### src/rtl/qte_pkg.sv
// Shared types, widths and constants for the quaternion to Euler angle unit.
// Holds the arctangent table used by the CORDIC stages.
// No dependencies; every other file refers to this package by scoped names.
package qte_pkg;

    // Field widths of the input and output transactions.
    localparam int COMP_W  = 16;
    localparam int PITCH_W = 15;
    localparam int ANGLE_W = 16;

    // Number formats.
    localparam int COMPONENT_FRAC_BITS = 14;
    localparam int ANGLE_FRAC_BITS     = 13;
    localparam int CORDIC_STEPS        = 16;
    localparam int ZFRAC               = 30;

    // Products, sums and magnitudes of the trigonometric arguments.
    localparam int PROD_W = 2 * COMP_W;
    localparam int TERM_W = PROD_W + 2;
    localparam int MAG_W  = TERM_W - 1;
    localparam int Z_W    = TERM_W;

    // Leading-zero normalizer: shifts of 32, 16, 8, 4, 2 and 1.
    localparam int NORM_STAGES = 6;

    // Square root path of the pitch term.
    localparam int SQ_W          = 2 * ZFRAC;
    localparam int RAD_W         = SQ_W + 1;
    localparam int ROOT_W        = ZFRAC + 1;
    localparam int ISQ_W         = RAD_W + 1;
    localparam int ISQRT_STAGES  = (RAD_W + 1) / 2;
    localparam int SIN_SHIFT     = ZFRAC - 2 * COMPONENT_FRAC_BITS;

    // Angle constants in Q.30.
    localparam logic [31:0] PI_Z     = 32'd3373259426;
    localparam logic [31:0] HALFPI_Z = 32'd1686629713;
    localparam int ANGLE_SHIFT = ZFRAC - ANGLE_FRAC_BITS;
    localparam logic [32:0] ROUND_HALF = 33'd1 << (ANGLE_SHIFT - 1);
    localparam logic [32:0] PITCH_LIMIT_WIDE = ({1'b0, HALFPI_Z} + ROUND_HALF) >> ANGLE_SHIFT;
    localparam logic signed [PITCH_W-1:0] PITCH_LIMIT = signed'(PITCH_W'(PITCH_LIMIT_WIDE));
    localparam logic signed [ANGLE_W-1:0] ANGLE_PI = 16'sd25736;

    // Value 1.0 of a doubled product term.
    localparam logic signed [TERM_W-1:0] ONE_TERM =
        TERM_W'(1) << (2 * COMPONENT_FRAC_BITS);
    localparam logic [MAG_W-1:0] ONE_MAG = MAG_W'(1) << (2 * COMPONENT_FRAC_BITS);

    // Pipeline layout, counted in register stages from the input.
    localparam int ATAN_STAGES  = 1 + NORM_STAGES + CORDIC_STEPS + 2;
    localparam int PITCH_START  = 5 + ISQRT_STAGES;
    localparam int PIPE_DEPTH   = PITCH_START + ATAN_STAGES;
    localparam int SIN_DLY      = PITCH_START - 3;
    localparam int FLAG_DLY     = PIPE_DEPTH - 3;
    localparam int YR_DLY       = PIPE_DEPTH - (2 + ATAN_STAGES);

    typedef struct packed {
        logic signed [PITCH_W-1:0] pitch_angle;
        logic signed [ANGLE_W-1:0] yaw_angle;
        logic signed [ANGLE_W-1:0] roll_angle;
        logic                      pitch_clamped;
    } euler_t;

    // Arctangent of 2^-i in Q.30.
    function automatic logic [31:0] atan_tab(input logic [4:0] idx);
        logic [31:0] val;
        case (idx)
            5'd0:  val = 32'h3243F6A8;
            5'd1:  val = 32'h1DAC6705;
            5'd2:  val = 32'h0FADBAFC;
            5'd3:  val = 32'h07F56EA6;
            5'd4:  val = 32'h03FEAB76;
            5'd5:  val = 32'h01FFD55B;
            5'd6:  val = 32'h00FFFAAA;
            5'd7:  val = 32'h007FFF55;
            5'd8:  val = 32'h003FFFEA;
            5'd9:  val = 32'h001FFFFD;
            5'd10: val = 32'h000FFFFF;
            5'd11: val = 32'h0007FFFF;
            5'd12: val = 32'h0003FFFF;
            5'd13: val = 32'h0001FFFF;
            5'd14: val = 32'h0000FFFF;
            5'd15: val = 32'h00007FFF;
            5'd16: val = 32'h00003FFF;
            5'd17: val = 32'h00001FFF;
            5'd18: val = 32'h00000FFF;
            5'd19: val = 32'h000007FF;
            5'd20: val = 32'h000003FF;
            5'd21: val = 32'h000001FF;
            5'd22: val = 32'h000000FF;
            5'd23: val = 32'h0000007F;
            5'd24: val = 32'h0000003F;
            5'd25: val = 32'h0000001F;
            5'd26: val = 32'h0000000F;
            5'd27: val = 32'h00000008;
            5'd28: val = 32'h00000004;
            5'd29: val = 32'h00000002;
            5'd30: val = 32'h00000001;
            default: val = 32'h00000000;
        endcase
        return val;
    endfunction

endpackage

### src/rtl/qte_isqrt.sv
// Pipelined integer square root, one result bit per register stage.
// Depends on qte_pkg for widths and the stage count.
module qte_isqrt (
    input  logic                              clk,
    input  logic                              en,
    input  logic [qte_pkg::RAD_W-1:0]         radicand,
    output logic [qte_pkg::ROOT_W-1:0]        root
);

    localparam int N = qte_pkg::ISQRT_STAGES;

    logic [qte_pkg::RAD_W-1:0] rem_reg  [0:N-1];
    logic [qte_pkg::ISQ_W-1:0] part_reg [0:N-1];

    genvar k;
    generate
        for (k = 0; k < N; k++) begin : g_step
            localparam int BITPOS = qte_pkg::RAD_W - 1 - 2 * k;
            logic [qte_pkg::RAD_W-1:0] rem_src;
            logic [qte_pkg::ISQ_W-1:0] part_src;
            logic [qte_pkg::ISQ_W-1:0] trial;
            logic [qte_pkg::ISQ_W-1:0] bit_val;

            if (k == 0)
            begin : g_first
                assign rem_src  = radicand;
                assign part_src = '0;
            end
            else
            begin : g_next
                assign rem_src  = rem_reg[k-1];
                assign part_src = part_reg[k-1];
            end

            // Trial subtraction of the current root estimate plus this bit.
            assign bit_val = qte_pkg::ISQ_W'(1) << BITPOS;
            assign trial   = part_src + bit_val;

            always_ff @(posedge clk)
            begin
                if (en)
                begin
                    if ({1'b0, rem_src} >= trial)
                    begin
                        rem_reg[k]  <= qte_pkg::RAD_W'({1'b0, rem_src} - trial);
                        part_reg[k] <= (part_src >> 1) + bit_val;
                    end
                    else
                    begin
                        rem_reg[k]  <= rem_src;
                        part_reg[k] <= part_src >> 1;
                    end
                end
            end
        end
    endgenerate

    assign root = qte_pkg::ROOT_W'(part_reg[N-1]);

endmodule

### config.mk
export PLATFORM = sky130hd
export DESIGN_NAME = qte_isqrt
export DESIGN_NICKNAME = d
export VERILOG_FILES = /design/src/rtl/qte_pkg.sv /design/src/rtl/qte_isqrt.sv
export SDC_FILE = /design/constraint.sdc
export NUM_CORES = 2
export LEC_CHECK = 0
export BUFFER_PORTS_ARGS = -buffer_cell sky130_fd_sc_hd__buf_2
export CAP_MARGIN = 10
export CORE_MARGIN = 2
export CORE_UTILIZATION = 25
export CTS_CLUSTER_SIZE = 12
export DETAILED_ROUTE_END_ITERATION = 16
export HOLD_SLACK_MARGIN = 0.12
export PLACE_DENSITY = 0.36
export SLEW_MARGIN = 25
export SYNTH_ARGS = -nofsm -noshare
export SYNTH_HDL_FRONTEND = slang
export SYNTH_SLANG_ARGS = --single-unit
### constraint.sdc
create_clock -name clk -period 5.06 [get_ports clk]
set_clock_uncertainty 0.1 [all_clocks]
set_input_delay 0.506 -clock clk [delete_from_list [all_inputs] [get_ports clk]]
set_output_delay 0.506 -clock clk [all_outputs]
set_load 0.03 [all_outputs]
==> impl_metrics.tcl <==
set metrics [dict create \
    layout_common_cells "edfxtp_1 (2,326), nand2_1 (729), inv_1 (661), nor2_1 (550), o21ai_0 (548)" \
    synth_top_family_by_area "simple AND/OR/NAND/NOR gates" \
    die_x_um 678 \
    num_vias 75300 \
    num_rows 247 \
    slowest_stage "a21boi_0" \
    grt-ovfl-total 0 \
    status "finished clean" \
    critPathKind "reg2reg" \
    synth_compound_area_share_pct 9.57 \
    setup_viol_count_final 0 \
    worstReg2RegEnd "rem_reg[1][293]" \
    fmax_mhz 219 \
    finalMaxSlewViolations 0 \
    area_growth_pct 16.7 \
    synth_edf_count 2326 \
    cts_sinks 2326 \
    rsz0062_at_grt "no" \
    fp.dieH_um 678 \
    place_area_mm2 0.122 \
    cp-startpoint "part_reg[1][213]" \
    grt_pass1_vias 74500 \
    pin_count 94 \
    finalCriticalPeriod_ns 4.56 \
    vias_per_cell 4.74 \
    worstMarginPinSlew_ns 1.16 \
    placed_cells 15200 \
    start_util_pct 25.1 \
    synthXorXnorAreaFrac_pct 6.18 \
    synth-seq-cells 2326 \
    place.gp.congestion 0.869 \
    synth_cell_types 92 \
    cts_buffers 292 \
    hold_end "rem_reg[0][53]" \
    synthSimpleGateAreaFrac_pct 13.3 \
    maxSlewHeadroom_pct 22.1 \
    synthAdderAreaFrac_pct 5.78 \
    syn_nets 9868 \
    core_mm2 0.452 \
    numPortBuffers 93 \
    fin_area_mm2 0.133 \
    crit_top_cell "a221o_1" \
    r2r-start "part_reg[1][213]" \
    crit_arrival_ns 4.98 \
    largest_reg_flops 1830 \
    synth_area_mm2 0.114 \
    hold_start "radicand[53]" \
    clock_latency_ns 0.92 \
    worstHoldPathType "in2reg" \
    finalSetupTns_ns 0 \
    wl_per_cell_um 22.5 \
    antenna_found_initial 27 \
    wl_um 357000 \
    num-nets-final 10300 \
    root_buffer "clkbuf_16" \
    vdd_drop_max_mv 0.264 \
    cts_tree "yes" \
    worstPathCellList "inv_1 > ha_1 > and3_1 > a221o_1 > a221o_1 > a21boi_0 > o21ba_2 > o211ai_2 > o41ai_1 > o21ai_0" \
    final_common_cell "edfxtp_1" \
    min_period_over_period_pct 90.0 \
    htreeDepth 5 \
    drive_gt1_share_pct 8.09 \
    synthArstFlopShare_pct 0 \
    cp_max_fo 8 \
    worstPathRequired_ns 5.49 \
    synthesis.yosys.warnings 0 \
    dr.pass1.iters 8 \
    grt_usage_pct 15.1 \
    drc_errors 0 \
    path_clk_slew_ns 0.06 \
    antenna_left 0 \
    initialDrtViolationCount 6233 \
    p_leak_uw 0.0480 \
    synthMuxAreaShare_pct 0.735 \
    cts_setup_buffers 0 \
    hold_path_depth 2 \
    maxCapViolations 0 \
    fin_cells 15900 \
    dpl.hpwl_um 273000 \
    yosysSeqAreaShare_pct 61.5 \
    cpPeakStageDelay_ns 0.63 \
    finalHoldViolations 0 \
    clk_path_buf_depth 4 \
    reg2reg_depth 10 \
    grt_pass1_wl_um 524000 \
    synth_ff_type "edfxtp_1" \
    grt_max_degree 179 \
    powerDensity_mw_per_mm2 461 \
    r2r_setup_slack_ns 0.50 \
    avgSynthCellArea_um2 12.2 \
    worstSetupEndpointType "flop" \
    dieArea_mm2 0.460 \
    startpoint_type "flop" \
    num-fill-cells 46200 \
    syn_inst 9281 \
]
[cell usage after synthesis, types with 11 or more instances]
| master | count | area [um2] |
|---|---|---|
| and3_1 | 51 | 319 |
| a21o_1 | 195 | 1460 |
| o211ai_1 | 37 | 278 |
| or4_1 | 86 | 646 |
| inv_1 | 662 | 2480 |
| xnor2_1 | 429 | 3760 |
| and4_1 | 18 | 158 |
| nor2b_1 | 56 | 350 |
| a211oi_1 | 48 | 360 |
| a31oi_1 | 50 | 313 |
| and4b_1 | 13 | 130 |
| nor4b_1 | 54 | 473 |
| or2_2 | 42 | 263 |
| a211o_1 | 17 | 149 |
| nand2_1 | 729 | 2740 |
| nand4_1 | 167 | 1040 |
| or3_1 | 119 | 744 |
| nor3_1 | 250 | 1250 |
| nand3_1 | 153 | 766 |
| and2_1 | 40 | 250 |
| edfxtp_1 | 2326 | 69800 |
| ha_1 | 523 | 6540 |
| nand4b_1 | 30 | 263 |
| clkbuf_1 | 210 | 788 |
| o21bai_1 | 42 | 315 |
| a21boi_0 | 32 | 240 |
| xor2_1 | 373 | 3270 |
| nand2b_1 | 102 | 638 |
| o21a_1 | 83 | 623 |
| nand3b_1 | 26 | 195 |
| nor4_1 | 354 | 2210 |
| nor2_1 | 552 | 2070 |
| o311ai_0 | 12 | 105 |
| o21ai_0 | 549 | 2750 |
| mux2_2 | 63 | 709 |
| nor4bb_1 | 11 | 110 |
| a2111oi_0 | 18 | 158 |
| mux2i_1 | 11 | 110 |
| a221o_1 | 13 | 130 |
| nor3b_1 | 24 | 180 |
| o2111ai_1 | 19 | 166 |
| a21oi_1 | 483 | 2420 |
| o31ai_1 | 43 | 323 |
[worst max path at each step]
stage,endpoint,slack (ns),cells past startpoint
floorplan,part_reg[1][628],0.75,4
global placement,rem_reg[1][845],0.55,10
detailed placement,rem_reg[1][293],0.60,9
CTS,rem_reg[1][293],0.53,10
global route,rem_reg[1][293],0.32,10
finish,rem_reg[1][293],0.50,10
[metal layers]
| layer | up-vias | part of all wire [%] | GRT usage, % |
|---|---|---|---|
| met1 | 37500 | 50 | 22.7 |
| met3 | 390 | 4.6 | 2.17 |
| met4 | 4 | 1.9 | 2.91 |
| met2 | 1777 | 43 | 23.1 |
| li1 | 35700 | - | - |
| met5 | - | 0.0067 | 0 |
[power breakdown]
group          total [uW]  switching (uW)  internal (uW)  leakage [uW]
clock               20900            8480          12400       0.00464
sequential          27000            2510          24500        0.0224
combinational       13200            8190           4980        0.0210
[stage by stage]
step,util [%],setup slack [ns],power (uW),hold WS (ns)
floorplan,-,0.749,35200,0.317
global route,29.3,0.316,64300,0.165
global placement,26.9,0.553,40500,0.331
finish,29.3,0.504,61100,0.208
detailed placement,26.9,0.598,40300,0.335
CTS,29.3,0.530,61900,0.124
[cells by family after synthesis]
family                   Yosys count
XOR/XNOR                         802
buffers and inverters            890
flip-flops                      2326
multiplexers                      75
AND/OR/NAND/NOR                 2905
AO/OA/AOI/OAI                   1759
adder cells (fa/ha/maj)          524
[layout make-up]
cell class / count / area [um2] / share of cell area, %
flip-flops and latches: 2326 / 69800 / 52.7
multi-input cells: 6065 / 40600 / 30.6
clock buffers: 347 / 7680 / 5.79
well taps: 5976 / 7480 / 5.64
repair buffers: 324 / 2730 / 2.06
inverters: 663 / 2490 / 1.88
clock inverters: 179 / 1790 / 1.35
diodes: 7 / 17.5 / 0.0132
[worst max-delay path, delay by kind of cell, from the launching register on]
family	cells	cell delay, ns
AO/OA/AOI/OAI	7	2.99
adder cells (fa/ha/maj)	1	0.32
buffers and inverters	1	0.06
flip-flops	1	0.41
AND/OR/NAND/NOR	1	0.30
[what timing repair did]
| item | CTS | global route |
|---|---|---|
| resized for setup | 0 | 0 |
| hold buffers | 116 | 0 |
| hold endpoints to repair | 140 | 0 |
No activity file was read; power rests on OpenSTA's default activity.
